$ cat src/design/mnpm_pkg.sv
package mnpm_pkg;

  localparam int ENTRIES = 64;
  localparam int IDX_W   = $clog2(ENTRIES);
  localparam int CNT_W   = IDX_W + 1;
  localparam int COORD_W = 16;
  localparam int LOC_W   = 2 * COORD_W;
  localparam int DIST_W  = COORD_W + 1;

  localparam logic [1:0] OP_WR_REQ = 2'd0;
  localparam logic [1:0] OP_WR_SRV = 2'd1;
  localparam logic [1:0] OP_MATCH  = 2'd2;

  localparam logic REG_REQ_COUNT = 1'b0;
  localparam logic REG_SRV_COUNT = 1'b1;

  // one slot of the scan pipeline, aligned with the location read data
  typedef struct packed {
    logic             live;   // slot was issued by the sequencer
    logic             en;     // entry is ready and takes part
    logic             first;  // first slot of an inner scan
    logic             last;   // last slot of an inner scan
    logic [IDX_W-1:0] idx;
  } mnpm_tag_t;

  // running nearest-entry result of the distance unit
  typedef struct packed {
    logic             done;   // one-cycle pulse after the last slot
    logic             have;
    logic [IDX_W-1:0] idx;
  } mnpm_best_t;

endpackage

$ cat src/design/mnpm_loc_ram.sv
module mnpm_loc_ram (
  input  logic                          clk,
  input  logic                          wr_en,
  input  logic [mnpm_pkg::IDX_W-1:0]    wr_addr,
  input  logic [mnpm_pkg::LOC_W-1:0]    wr_data,
  input  logic [mnpm_pkg::IDX_W-1:0]    rd_addr,
  output logic [mnpm_pkg::LOC_W-1:0]    rd_data
);

  logic [mnpm_pkg::LOC_W-1:0] mem [mnpm_pkg::ENTRIES];
  logic [mnpm_pkg::LOC_W-1:0] rd_data_r;

  always_ff @(posedge clk) begin
    if (wr_en) begin
      mem[wr_addr] <= wr_data;
    end
    rd_data_r <= mem[rd_addr];
  end

  assign rd_data = rd_data_r;

endmodule

$ cat config.mk
export PLATFORM = sky130hd
export DESIGN_NAME = mnpm_loc_ram
export DESIGN_NICKNAME = d
export VERILOG_FILES = /design/src/design/mnpm_pkg.sv /design/src/design/mnpm_loc_ram.sv
export SDC_FILE = /design/constraint.sdc
export NUM_CORES = 2
export LEC_CHECK = 0
export BUFFER_PORTS_ARGS = -buffer_cell sky130_fd_sc_hd__clkbuf_2
export CAP_MARGIN = 0
export CORE_MARGIN = 2
export CORE_UTILIZATION = 45
export CTS_CLUSTER_DIAMETER = 50
export DETAILED_ROUTE_END_ITERATION = 8
export HOLD_SLACK_MARGIN = 0.1
export PLACE_DENSITY_LB_ADDON = 0.3
export REMOVE_ABC_BUFFERS = 1
export SYNTH_ARGS = -nofsm -noshare
export SYNTH_HDL_FRONTEND = slang
export SYNTH_SLANG_ARGS = --single-unit
$ cat constraint.sdc
create_clock -name clk -period 7.6 [get_ports clk]
set_input_delay 0.38 -clock clk [delete_from_list [all_inputs] [get_ports clk]]
set_output_delay 0.38 -clock clk [all_outputs]
set_load 0.01 [all_outputs]
---- Word level (Yosys, flattened, before mapping) ----
Memories as Yosys holds them, arrays and structs flattened. A register that Yosys moved wholly into a read port is not among the register bits.
Index checks and enable logic that the tools add are counted.
word-level totals
  memory bits (writable) .................. 2048
  memories kept ........................... 1
  output and inout bits ................... 32
  bits in registers ....................... 0
  word-level logic and storage cells ...... 3
cells by class
  multiplexer cells ....................... 2
memories
  name  depth  width  read ports  clocked after memory_dff  write ports  line                source
  mem   64     32     1           1                         1            mnpm_loc_ram.sv:10  logic [mnpm_pkg::LOC_W-1:0] mem [mnpm_pkg::ENTRIES];
operator list
  cell     count
  $mux W1  2

---- Longest topological paths before layout ----
  depth after elaboration ................. 2
  depth in mapped cells ................... 10

---- Worst setup path before layout ----
No wires, ideal clock.
  kind .................................... input -> register
  start ................................... input wr_addr[3] in the netlist's numbering
  end ..................................... memory mem[48][0] in the netlist's numbering (enable)
  path buffers ............................ 1
  library setup time ...................... 0.461 ns
  data arrival time ....................... 3.079 ns
  path slack .............................. 4.060 ns
  data required time ...................... 7.139 ns
  cell stages on the path ................. 4
  cell sequence ........................... clkbuf_1 > nor2b_1 > nand4b_1 > nor3_1
RTL lines
  element             line                source
  start: declaration  mnpm_loc_ram.sv:4   input logic [mnpm_pkg::IDX_W-1:0] wr_addr,
  end: declaration    mnpm_loc_ram.sv:10
No word-level cell before the write port.

==> reports/results.txt <==
post-CTS setup buffer count - 0
Post-DRT Antenna Nets - 0
outcome - finished clean
P_leak - 27.51 nW
crit share post-route - 0.4580
cell family with most CP delay - buffers and inverters
die area - 0.1778 mm2
crit path max fanout - 40
total clock buffers created by CTS - 200
WS Path Type - in2reg
drt pass-1 iters - 6
Reg-to-Reg Start - mem[5][4]$_DFFE_PP_
Synth Warn # - 0
area grow syn2layout - 13.26%
commonest non-fill, non-tap cell in the layout - edfxtp_1
Seq pwr share - 0.539
WL final - 194200 um
largest net degree at the start of global routing - 110
Die W - 421.7 um
CP startpoint kind - input pin
hpwl dp - 97310 um
vias in the first global route - 36900
Port Buffers - 77
Sw Pwr - 0.004984 W
fraction of layout cells with a size suffix above 1 - 0.2965
Layout Nets - 3585
die height - 421.7 um
routing usage on met3 - 0.03005
Worst R2R Setup Slack - 5.30 ns
most crowded layer after global routing - met2
GPL Wtd Cong - 0.7525
Gate power share - 0.047
Avg Cell Area, Syn - 23.62 um2
worst path cell trace - buf_6, buf_4, buf_4, nor2b_1, a21oi_1, a21oi_1, nor2_1
Pint - 0.01870 W
clk buf depth - 3
CTS clk-pin slew, worst paths - 0.06 ns
stages on the worst setup path - 7
Hold Path Depth - 2
Least-Margin Pin Slew - 1.394 ns
CP startpoint - rd_addr[3]
CTS tree - done
Worst setup EP type - flip-flop
post-DR wirelength/cell - 32.19 um
reg2reg end - rd_data[4]$_DFF_P_
Critical Path Sink - rd_data[0]$_DFF_P_
GRT overflow - 0
met1 Track Usage GR - 0.3139
CP bufs+invs - 3
GRT Total Usage - 0.2184
RSZ-0062 raised after global routing - false
Clk Latency, worst-skew pair - 0.83 ns
H-tree lvl count - 4
#FFs+latches synth - 2080
Switching Fraction - 0.2104
initial antenna violation count - 11
global-route wire length before repair - 276100 um
Gate Count Post-Synth - 3324
Unique masters post-synth - 34
Vias - 36700
slowest cell delay on critical path - 0.78 ns
DRC violations left - 0
IO Count - 78
# setup viols final - 0
GR met2 Demand/Resource - 0.3574
initial drt markers - 4949
skew final - 0.02303 ns
Clock Sinks - 2080
Starting Density - 0.4522
TNS Setup - 0 ns
Final Hold Vio Count - 0
worst hold slack - 0.1794 ns
fmax - 0.2873 GHz
Core Box Area - 0.1736 mm2
max_cap viols - 0
Post-CTS Resized - 0
Pwr Density - 266.3 mW/mm2
sequential area share after synthesis - 0.7914
crit path DAT - 4.16 ns
required time worst endpoint - 8.28 ns
cell row count - 153
synthesized area - 0.07852 mm2
relative slew slack - 0.07035
Final Slew Violations - 0
Min-Delay Path Class - in2reg
Root Buffer - clkbuf_16
Via-to-Cell Ratio - 6.084
most frequent cells in the layout - edfxtp_1 (2048), mux4_2 (544), clkbuf_16 (202), buf_4 (110), mux2i_1 (93)
Critical Path Slowest Stage Cell - nor2b_1
clock network fraction of total power - 0.415
VDD IR-drop max - 0.0002007 V
Tmin final - 3.481 ns
CTS Hold Bufs - 0
FF-to-FF path depth - 5
## Yosys cell counts
cell type | number | area, um2
nand4_1 | 2 | 12.51
o221ai_1 | 27 | 236.5
a22oi_1 | 12 | 90.09
nor2_1 | 137 | 514.2
or3b_1 | 2 | 17.52
buf_6 | 5 | 56.30
nand2_1 | 26 | 97.59
or3b_2 | 3 | 26.28
or2_1 | 1 | 6.260
a21oi_1 | 62 | 310.3
nand4b_1 | 1 | 8.760
mux4_2 | 544 | 12250
clkbuf_1 | 74 | 277.8
and2_1 | 2 | 12.51
buf_4 | 25 | 187.7
a31oi_1 | 1 | 6.260
nor2b_1 | 15 | 93.84
buf_2 | 57 | 285.3
mux2i_1 | 93 | 930.9
buf_1 | 21 | 78.83
and3_1 | 4 | 25.02
a41o_1 | 4 | 40.04
or3_1 | 3 | 18.77
o22ai_1 | 84 | 525.5
nand3b_1 | 5 | 37.54
o32ai_1 | 4 | 35.03
nand2b_1 | 8 | 50.05
edfxtp_1 | 2048 | 61500
or2_2 | 1 | 6.260
nand3_1 | 5 | 25.02
a311oi_1 | 8 | 70.07
or2_0 | 1 | 6.260
dfxtp_1 | 32 | 640.6
nor3_1 | 7 | 35.03
## power groups by stage
stage                     combinational, W  clock, W  sequential (W)
final                              0.00111   0.00982          0.0128
after global routing               0.00118    0.0104          0.0128
after detailed placement           0.00112         0          0.0130
after global placement             0.00110         0          0.0130
after CTS                          0.00112   0.00996          0.0128
after floorplan                   0.000470         0          0.0130
## area by class of cell
cell class                 instances  area [um2]
clock buffer                     272        5478
clock inverter                    97        1021
timing repair buffer             195        1408
antenna                            2       5.005
tap                             2325        2909
multi-input combinational       1062       15970
sequential                      2080       62140
fill                           13360       84700
## flip-flops by register name, summed over array words and instances, names as in the netlist
| name | flops |
|---|---|
| rd_data | 32 |
| mem | 2048 |
## worst min path at each step
stage | slack [ns] | endpoint | from
2_1_floorplan | 0.48 | mem[0][0]$_DFFE_PP_ | wr_data[0]
3_3_place_gp | 0.78 | rd_data[9] | rd_data[9]$_DFF_P_
3_5_place_dp | 0.78 | rd_data[9] | rd_data[9]$_DFF_P_
6_report | 0.18 | mem[46][2]$_DFFE_PP_ | wr_data[2]
4_1_cts | 0.14 | mem[30][27]$_DFFE_PP_ | wr_data[27]
5_1_grt | 0.21 | mem[45][28]$_DFFE_PP_ | wr_data[28]
## through the flow
stage / cells / total power [W] / cell area (um2) / setup WS (ns) / util
global placement: 5662 / 0.01410 / 82420 / 3.438 / 0.4747
CTS: 6031 / 0.02384 / 88920 / 4.291 / 0.5121
detailed placement: 5662 / 0.01412 / 82420 / 3.387 / 0.4747
finish: 6033 / 0.02368 / 88930 / 4.119 / 0.5122
floorplan: 3142 / 0.01345 / 77630 / 4.212 / -
global route: 6031 / 0.02434 / 88920 / 4.061 / 0.5121
## worst register-to-register path, cell delays in order (launching register included)
cell and delay, ns:
edfxtp_1 0.37, mux4_2 0.48, mux2i_1 0.13, nor2_1 0.08, a311oi_1 0.95, nor3_1 0.12
## cell families after synthesis
family | synth area share
AO/OA/AOI/OAI | 0.01673
multiplexers | 0.1679
flip-flops | 0.7914
AND/OR/NAND/NOR | 0.01265
buffers and inverters | 0.01128
## routing by layer
metal	vias up	part of all wire
met5	-	0.000057
met4	2	0.020
met3	231	0.079
met2	1660	0.49
met1	20080	0.41
li1	14730	-
(Power assumes the default switching activity.)
