$ cat src/design/mnpm_pkg.sv
package mnpm_pkg;

  localparam int ENTRIES = 64;
  localparam int IDX_W   = $clog2(ENTRIES);
  localparam int CNT_W   = IDX_W + 1;
  localparam int COORD_W = 16;
  localparam int LOC_W   = 2 * COORD_W;
  localparam int DIST_W  = COORD_W + 1;

  localparam logic [1:0] OP_WR_REQ = 2'd0;
  localparam logic [1:0] OP_WR_SRV = 2'd1;
  localparam logic [1:0] OP_MATCH  = 2'd2;

  localparam logic REG_REQ_COUNT = 1'b0;
  localparam logic REG_SRV_COUNT = 1'b1;

  // one slot of the scan pipeline, aligned with the location read data
  typedef struct packed {
    logic             live;   // slot was issued by the sequencer
    logic             en;     // entry is ready and takes part
    logic             first;  // first slot of an inner scan
    logic             last;   // last slot of an inner scan
    logic [IDX_W-1:0] idx;
  } mnpm_tag_t;

  // running nearest-entry result of the distance unit
  typedef struct packed {
    logic             done;   // one-cycle pulse after the last slot
    logic             have;
    logic [IDX_W-1:0] idx;
  } mnpm_best_t;

endpackage

$ cat src/design/mnpm_dist.sv
module mnpm_dist (
  input  logic                          clk,
  input  logic                          rst_n,
  input  mnpm_pkg::mnpm_tag_t           tag_i,
  input  logic [mnpm_pkg::LOC_W-1:0]    loc_a,
  input  logic [mnpm_pkg::LOC_W-1:0]    loc_b,
  output mnpm_pkg::mnpm_best_t          best_o
);

  logic [mnpm_pkg::COORD_W-1:0] ax, ay, bx, by, dx, dy;
  logic [mnpm_pkg::DIST_W-1:0]  dist_sum;

  mnpm_pkg::mnpm_tag_t          tag_r;
  logic [mnpm_pkg::DIST_W-1:0]  d_r;
  logic                         have_r, have_nxt, have_cur, take;
  logic                         done_r;
  logic [mnpm_pkg::DIST_W-1:0]  best_d_r;
  logic [mnpm_pkg::IDX_W-1:0]   best_idx_r;

  // Manhattan distance, registered before the compare
  always_comb begin
    ax = loc_a[mnpm_pkg::COORD_W-1:0];
    ay = loc_a[mnpm_pkg::LOC_W-1:mnpm_pkg::COORD_W];
    bx = loc_b[mnpm_pkg::COORD_W-1:0];
    by = loc_b[mnpm_pkg::LOC_W-1:mnpm_pkg::COORD_W];
    dx = (ax > bx) ? ax - bx : bx - ax;
    dy = (ay > by) ? ay - by : by - ay;
    dist_sum = {1'b0, dx} + {1'b0, dy};
  end

  // strict less-than keeps the lowest index on ties
  always_comb begin
    have_cur = tag_r.first ? 1'b0 : have_r;
    take     = tag_r.live && tag_r.en && (!have_cur || d_r < best_d_r);
    have_nxt = tag_r.live ? (take || have_cur) : have_r;
  end

  always_ff @(posedge clk) begin
    if (!rst_n) begin
      tag_r  <= '0;
      have_r <= 1'b0;
      done_r <= 1'b0;
    end else begin
      tag_r  <= tag_i;
      have_r <= have_nxt;
      done_r <= tag_r.live && tag_r.last;
    end
    d_r <= dist_sum;
    if (take) begin
      best_d_r   <= d_r;
      best_idx_r <= tag_r.idx;
    end
  end

  assign best_o = '{done: done_r, have: have_r, idx: best_idx_r};

endmodule

$ cat config.mk
export PLATFORM = sky130hd
export DESIGN_NAME = mnpm_dist
export DESIGN_NICKNAME = d
export VERILOG_FILES = /design/src/design/mnpm_pkg.sv /design/src/design/mnpm_dist.sv
export SDC_FILE = /design/constraint.sdc
export NUM_CORES = 1
export LEC_CHECK = 0
export ABC_AREA = 1
export BUFFER_PORTS_ARGS = -buffer_cell sky130_fd_sc_hd__clkbuf_2
export CORE_AREA = 2 2 129 131
export DETAILED_ROUTE_END_ITERATION = 8
export DIE_AREA = 0 0 131 133
export PLACE_DENSITY_LB_ADDON = 0.3
export SYNTH_ARGS = -nofsm -noshare
export SYNTH_HDL_FRONTEND = slang
export SYNTH_SLANG_ARGS = --single-unit
$ cat constraint.sdc
create_clock -name clk -period 3.8 [get_ports clk]
set_input_delay 0.19 -clock clk [delete_from_list [all_inputs] [get_ports clk]]
set_output_delay 0.19 -clock clk [all_outputs]
set_load 0.01 [all_outputs]
### After elaboration in Yosys (flattened, before gate mapping)

Index checks and enable logic that the tools add are counted.

| cells by class | value |
|---|---|
| $add $sub $neg | 5 |
| mux-type cells | 3 |
| reduce and logical (&&, ||, !) cells | 6 |
| order comparisons | 3 |

Operator list:

| kind | count |
|---|---|
| subtractor 16 bit | 4 |
| greater-than comparator 16 bit | 2 |
| two-way mux 16 bit | 2 |
| adder 16 x 16 -> 17 bit | 1 |
| less-than comparator 17 bit | 1 |
| logical AND 1 bit | 3 |
| logical OR 1 bit | 2 |
| logical NOT 1 bit | 1 |
| two-way mux 1 bit | 1 |

| storage, ports and cells | value |
|---|---|
| word-level logic and storage cells | 27 |
| input bits | 76 |
| output and inout bits | 8 |
| register bits | 52 |

### Depth between registers and ports, before layout

| depth | value |
|---|---|
| depth in word-level cells | 5 |
| mapped depth | 24 |
| mapped depth without buffers | 23 |

### Least setup slack after synthesis

No wires, ideal clock.

| path | value |
|---|---|
| path kind | in2reg |
| start | input loc_a[0] (netlist bit) |
| end | register d_r[14] (netlist bit) |
| setup time | 0.121 ns |
| arrival time | 2.676 ns |
| setup slack | 1.003 ns |
| stages | 22 |
| data required time | 3.679 ns |
| path buffers | 1 |
| cell sequence | inv_1 -> ha_1 -> fa_1 -> inv_1 -> nand3_1 -> nand2_1 -> nand2_1 -> nand2_1 -> nand2_2 -> nand2_2 -> nand2_4 -> buf_8 -> nand2_1 -> o21ai_2 -> fa_1 -> nand3_1 -> nand2_1 -> nand3_1 -> nand2_1 -> nand2_1 -> nand2_1 -> xor2_1 |

| on the way | value |
|---|---|
| longest elaborated chain between the ends | 3 |
| elaborated cells on any way between the ends | 5 |
| classes of those cells | add/sub (3); order compare (1); mux (1) |

RTL lines:

| what | RTL line | source |
|---|---|---|
| start, declared | mnpm_dist.sv:5 | `input logic [mnpm_pkg::LOC_W-1:0] loc_a,` |
| subtractor 16 bit or greater-than comparator 16 bit (tied branches) | mnpm_dist.sv:26 | `dx = (ax > bx) ? ax - bx : bx - ax;` |
| two-way mux 16 bit * | mnpm_dist.sv:26 |  |
| adder 16 x 16 -> 17 bit * | mnpm_dist.sv:28 | `dist_sum = {1'b0, dx} + {1'b0, dy};` |
| via dist_sum (one bit) | mnpm_dist.sv:11 | `logic [mnpm_pkg::DIST_W-1:0] dist_sum;` |
| end signal, assigned | mnpm_dist.sv:48 | `d_r <= dist_sum;` |
| end, declared | mnpm_dist.sv:14 | `logic [mnpm_pkg::DIST_W-1:0] d_r;` |

Mark *: on every way through the listed nets, which the timed path passes. The rest lies on a longest branch.
A chain may end at the register's enable or synchronous reset.

### Worst setup path after layout

| path | value |
|---|---|
| start | input loc_a[0] (netlist bit) |
| end | register d_r[13] (netlist bit) |

The elaborated chain is that of the path after synthesis.

==> reports/metrics.cfg <==
[worst_setup_path]
start_kind = input pin
crit_path_max_incr_delay_ns = 0.41
cp_common_cell = nand2_1
crit_family = simple AND/OR/NAND/NOR gates
crit_fanout = 24
worstPathArrival_ns = 3.27
critPathBufInv = 5
crit_chain = clkbuf_2, inv_1, ha_1, fa_1, inv_1, nand3_1, nand2_1, nand2_1, nand2_1, nand2_2, nand2_2, nand2_4, inv_2, nand2_1, nand2_1, inv_1, ha_1, a21o_1, a31o_2, nor2_1, nand2_1, nand2_1, nand2_1
setup.worst_path.class = input pin to register
worst_path_max_delay_cell = fa_1
critPathRequiredTime_ns = 3.98
worstSetupEndpointType = register

[layout]
nFillCells = 1714
area_delta_synth_final_pct = 10.5
stdcell_count = 1386
drive_gt1_frac = 0.125
nNetsFinal = 1340
fin_area_sq_mm = 0.00766
diodes = 0

[route]
drt_iter0_markers = 436
via_per_inst = 4.68
vias = 6486
wl_per_cell_microns = 11.4
dr.pass1.iters = 5
wirelength_microns = 15800
drtAntennaViolNets = 0
drc = 0

[timing]
hold_viol = 0
fin_ws_ns = 0.706
fin_worst_skew_ns = 0.0101
worst_pin_slew_ns = 0.392
setup_tns_ns = 0
slew_violations = 0
rsz0062_at_grt = no
min_period_ns = 3.09
fin_crit_sh = 0.814
setup_viol = 0
maxSlewHeadroom = 0.739
fmax_mhz = 323

[synthesis]
synthAdderAreaFrac = 0.184
synth_seq_area_share = 0.183
ys_dominant_reg_cell = dfxtp_1
synth_xor_area_frac = 0.0480
syn_nets = 1270
synth.area.mux_share = 0
syn-instance-count = 1095
yosysWarnings = 0
synth.top_cell.area_share = 0.193
synth.most_common_cell = nand2_1
synth_top_cell_by_area = nand2_1
synth_area_sq_mm = 0.00693
synth_area_leaders = nand2_1 (19%), ha_1 (17%), inv_1 (13%)
async_flop_share = 0
ys_ff_latch = 52
syn_area_per_cell_sq_um = 6.33
yosys.area_share.simple = 0.344
synthTopCellsByCount = nand2_1 (356), inv_1 (235), ha_1 (94), nand3_1 (75), a21oi_1 (64)
synth_top_family_by_area = simple AND/OR/NAND/NOR gates
synth_cell_types = 41
synth-compound-area-share = 0.0872
synth_edf_count = 23

[clocking]
ctsResizeCount = 0
clk_path_buf_depth = 2
numClockSinks = 52
ctsHtreeMaxLevel = 2
ctsHoldBuffers = 0
clk_pin_slew_ns = 0.07
clk_latency_ns = 0.29
cts_buffers = 5
cts_tree = yes
post_cts_buffers = 0
cts_root_buf = clkbuf_16

[placement]
preCtsSetupSlack_ns = 0.417
gp_congestion = 0.924
placed_area_sq_mm = 0.00748
dp_cells = 1378
numPortBuffers = 83
dp_hpwl_microns = 13700

[global_route]
antenna_found_initial = 0
grtUsageTotal = 0.190
grt_max_degree = 25
gr-total-overflow = 0
grt_pass1_vias = 6224
grt_pass1_wl_microns = 27500

[run]
max-cap-violations = 0

[floorplanning]
coreArea_sq_mm = 0.0162
die_width_microns = 131
start_util = 0.428
ioPinCount = 84
die_h_microns = 133
die_area_sq_mm = 0.0174
rows = 47

[pwr]
total_power_mw = 2.88
leakagePower_nw = 4.54
powerDensity_mw_per_mm2 = 376
irDropWorstVdd_v = 0.000231

[hold_path]
hold_class = input pin to register

[run_status]
status = finished, final reports clean

[stage by stage]
step           hold slack (ns)  utilization
3_5_place_dp             0.376        0.462
3_3_place_gp             0.376        0.462
5_1_grt                 0.0753        0.474
6_report                0.0775        0.474
4_1_cts                 0.0742        0.474
2_1_floorplan            0.283            -
[final timing paths]
check                                  from       endpoint  slack (ns)  depth (start not counted)
worst min register to register     tag_r[1]  best_idx_r[1]        0.41                          0
worst min-delay path               tag_i[9]       tag_r[9]        0.08                          3
worst max-delay path               loc_a[0]        d_r[13]        0.71                         23
worst max register to register  best_d_r[4]    best_d_r[1]        1.54                          9
[routing by layer]
layer / share of wire / track usage
met4: 0.016 / 0.0437
met5: 0 / 0
met1: 0.50 / 0.267
met3: 0.029 / 0.0129
met2: 0.45 / 0.315
[worst register-to-register path: cells and delay by family (launching register included)]
| kind | cells | cell delay [ns] |
|---|---|---|
| buffers and inverters | 2 | 0.40 |
| AO/OA/AOI/OAI | 3 | 0.73 |
| AND/OR/NAND/NOR | 3 | 0.22 |
| adder cells (fa/ha/maj) | 1 | 0.23 |
| flip-flops | 1 | 0.36 |
[cells in the final DEF, fill, tap and decap left out, drive strengths merged, types with 2 or more instances in the layout]
master / count
xor2: 27
a21oi: 65
ha: 94
a21o: 4
fa: 5
dfxtp: 29
nand2: 376
buf: 2
nor3: 6
nor2: 49
o21a: 2
edfxtp: 23
xnor2: 11
inv: 240
nand4: 17
o21bai: 4
and2: 5
clkbuf: 90
o21ai: 29
nand3: 83
[layout make-up]
type	instances	area (sq um)	share of cell area
timing repair buffer	85	430	0.0562
inverter	240	901	0.118
clock inverter	1	30.0	0.00392
multi-input combinational	781	4600	0.600
sequential	52	1270	0.166
clock buffer	7	154	0.0201
tap	220	275	0.0359
[logic make-up after synthesis]
| logic type | count (synthesis) |
|---|---|
| flops | 52 |
| buf+inv | 262 |
| compound gates | 106 |
| fa+ha+maj | 99 |
| xor+xnor | 38 |
| simple gates | 538 |
[report_power, final]
part,leakage [nW],internal (mW),switching (mW),total [mW]
Clock,0.0893,0.351,0.185,0.536
Combinational,3.99,0.581,0.970,1.55
Sequential,0.453,0.729,0.0608,0.790
[sequential cells by signal, summed over array words and instances (netlist names)]
register	cells
best_d_r	17
d_r	17
tag_r	10
best_idx_r	6
done_r	1
have_r	1
Note: power is estimated with default switching activity, not from simulation.
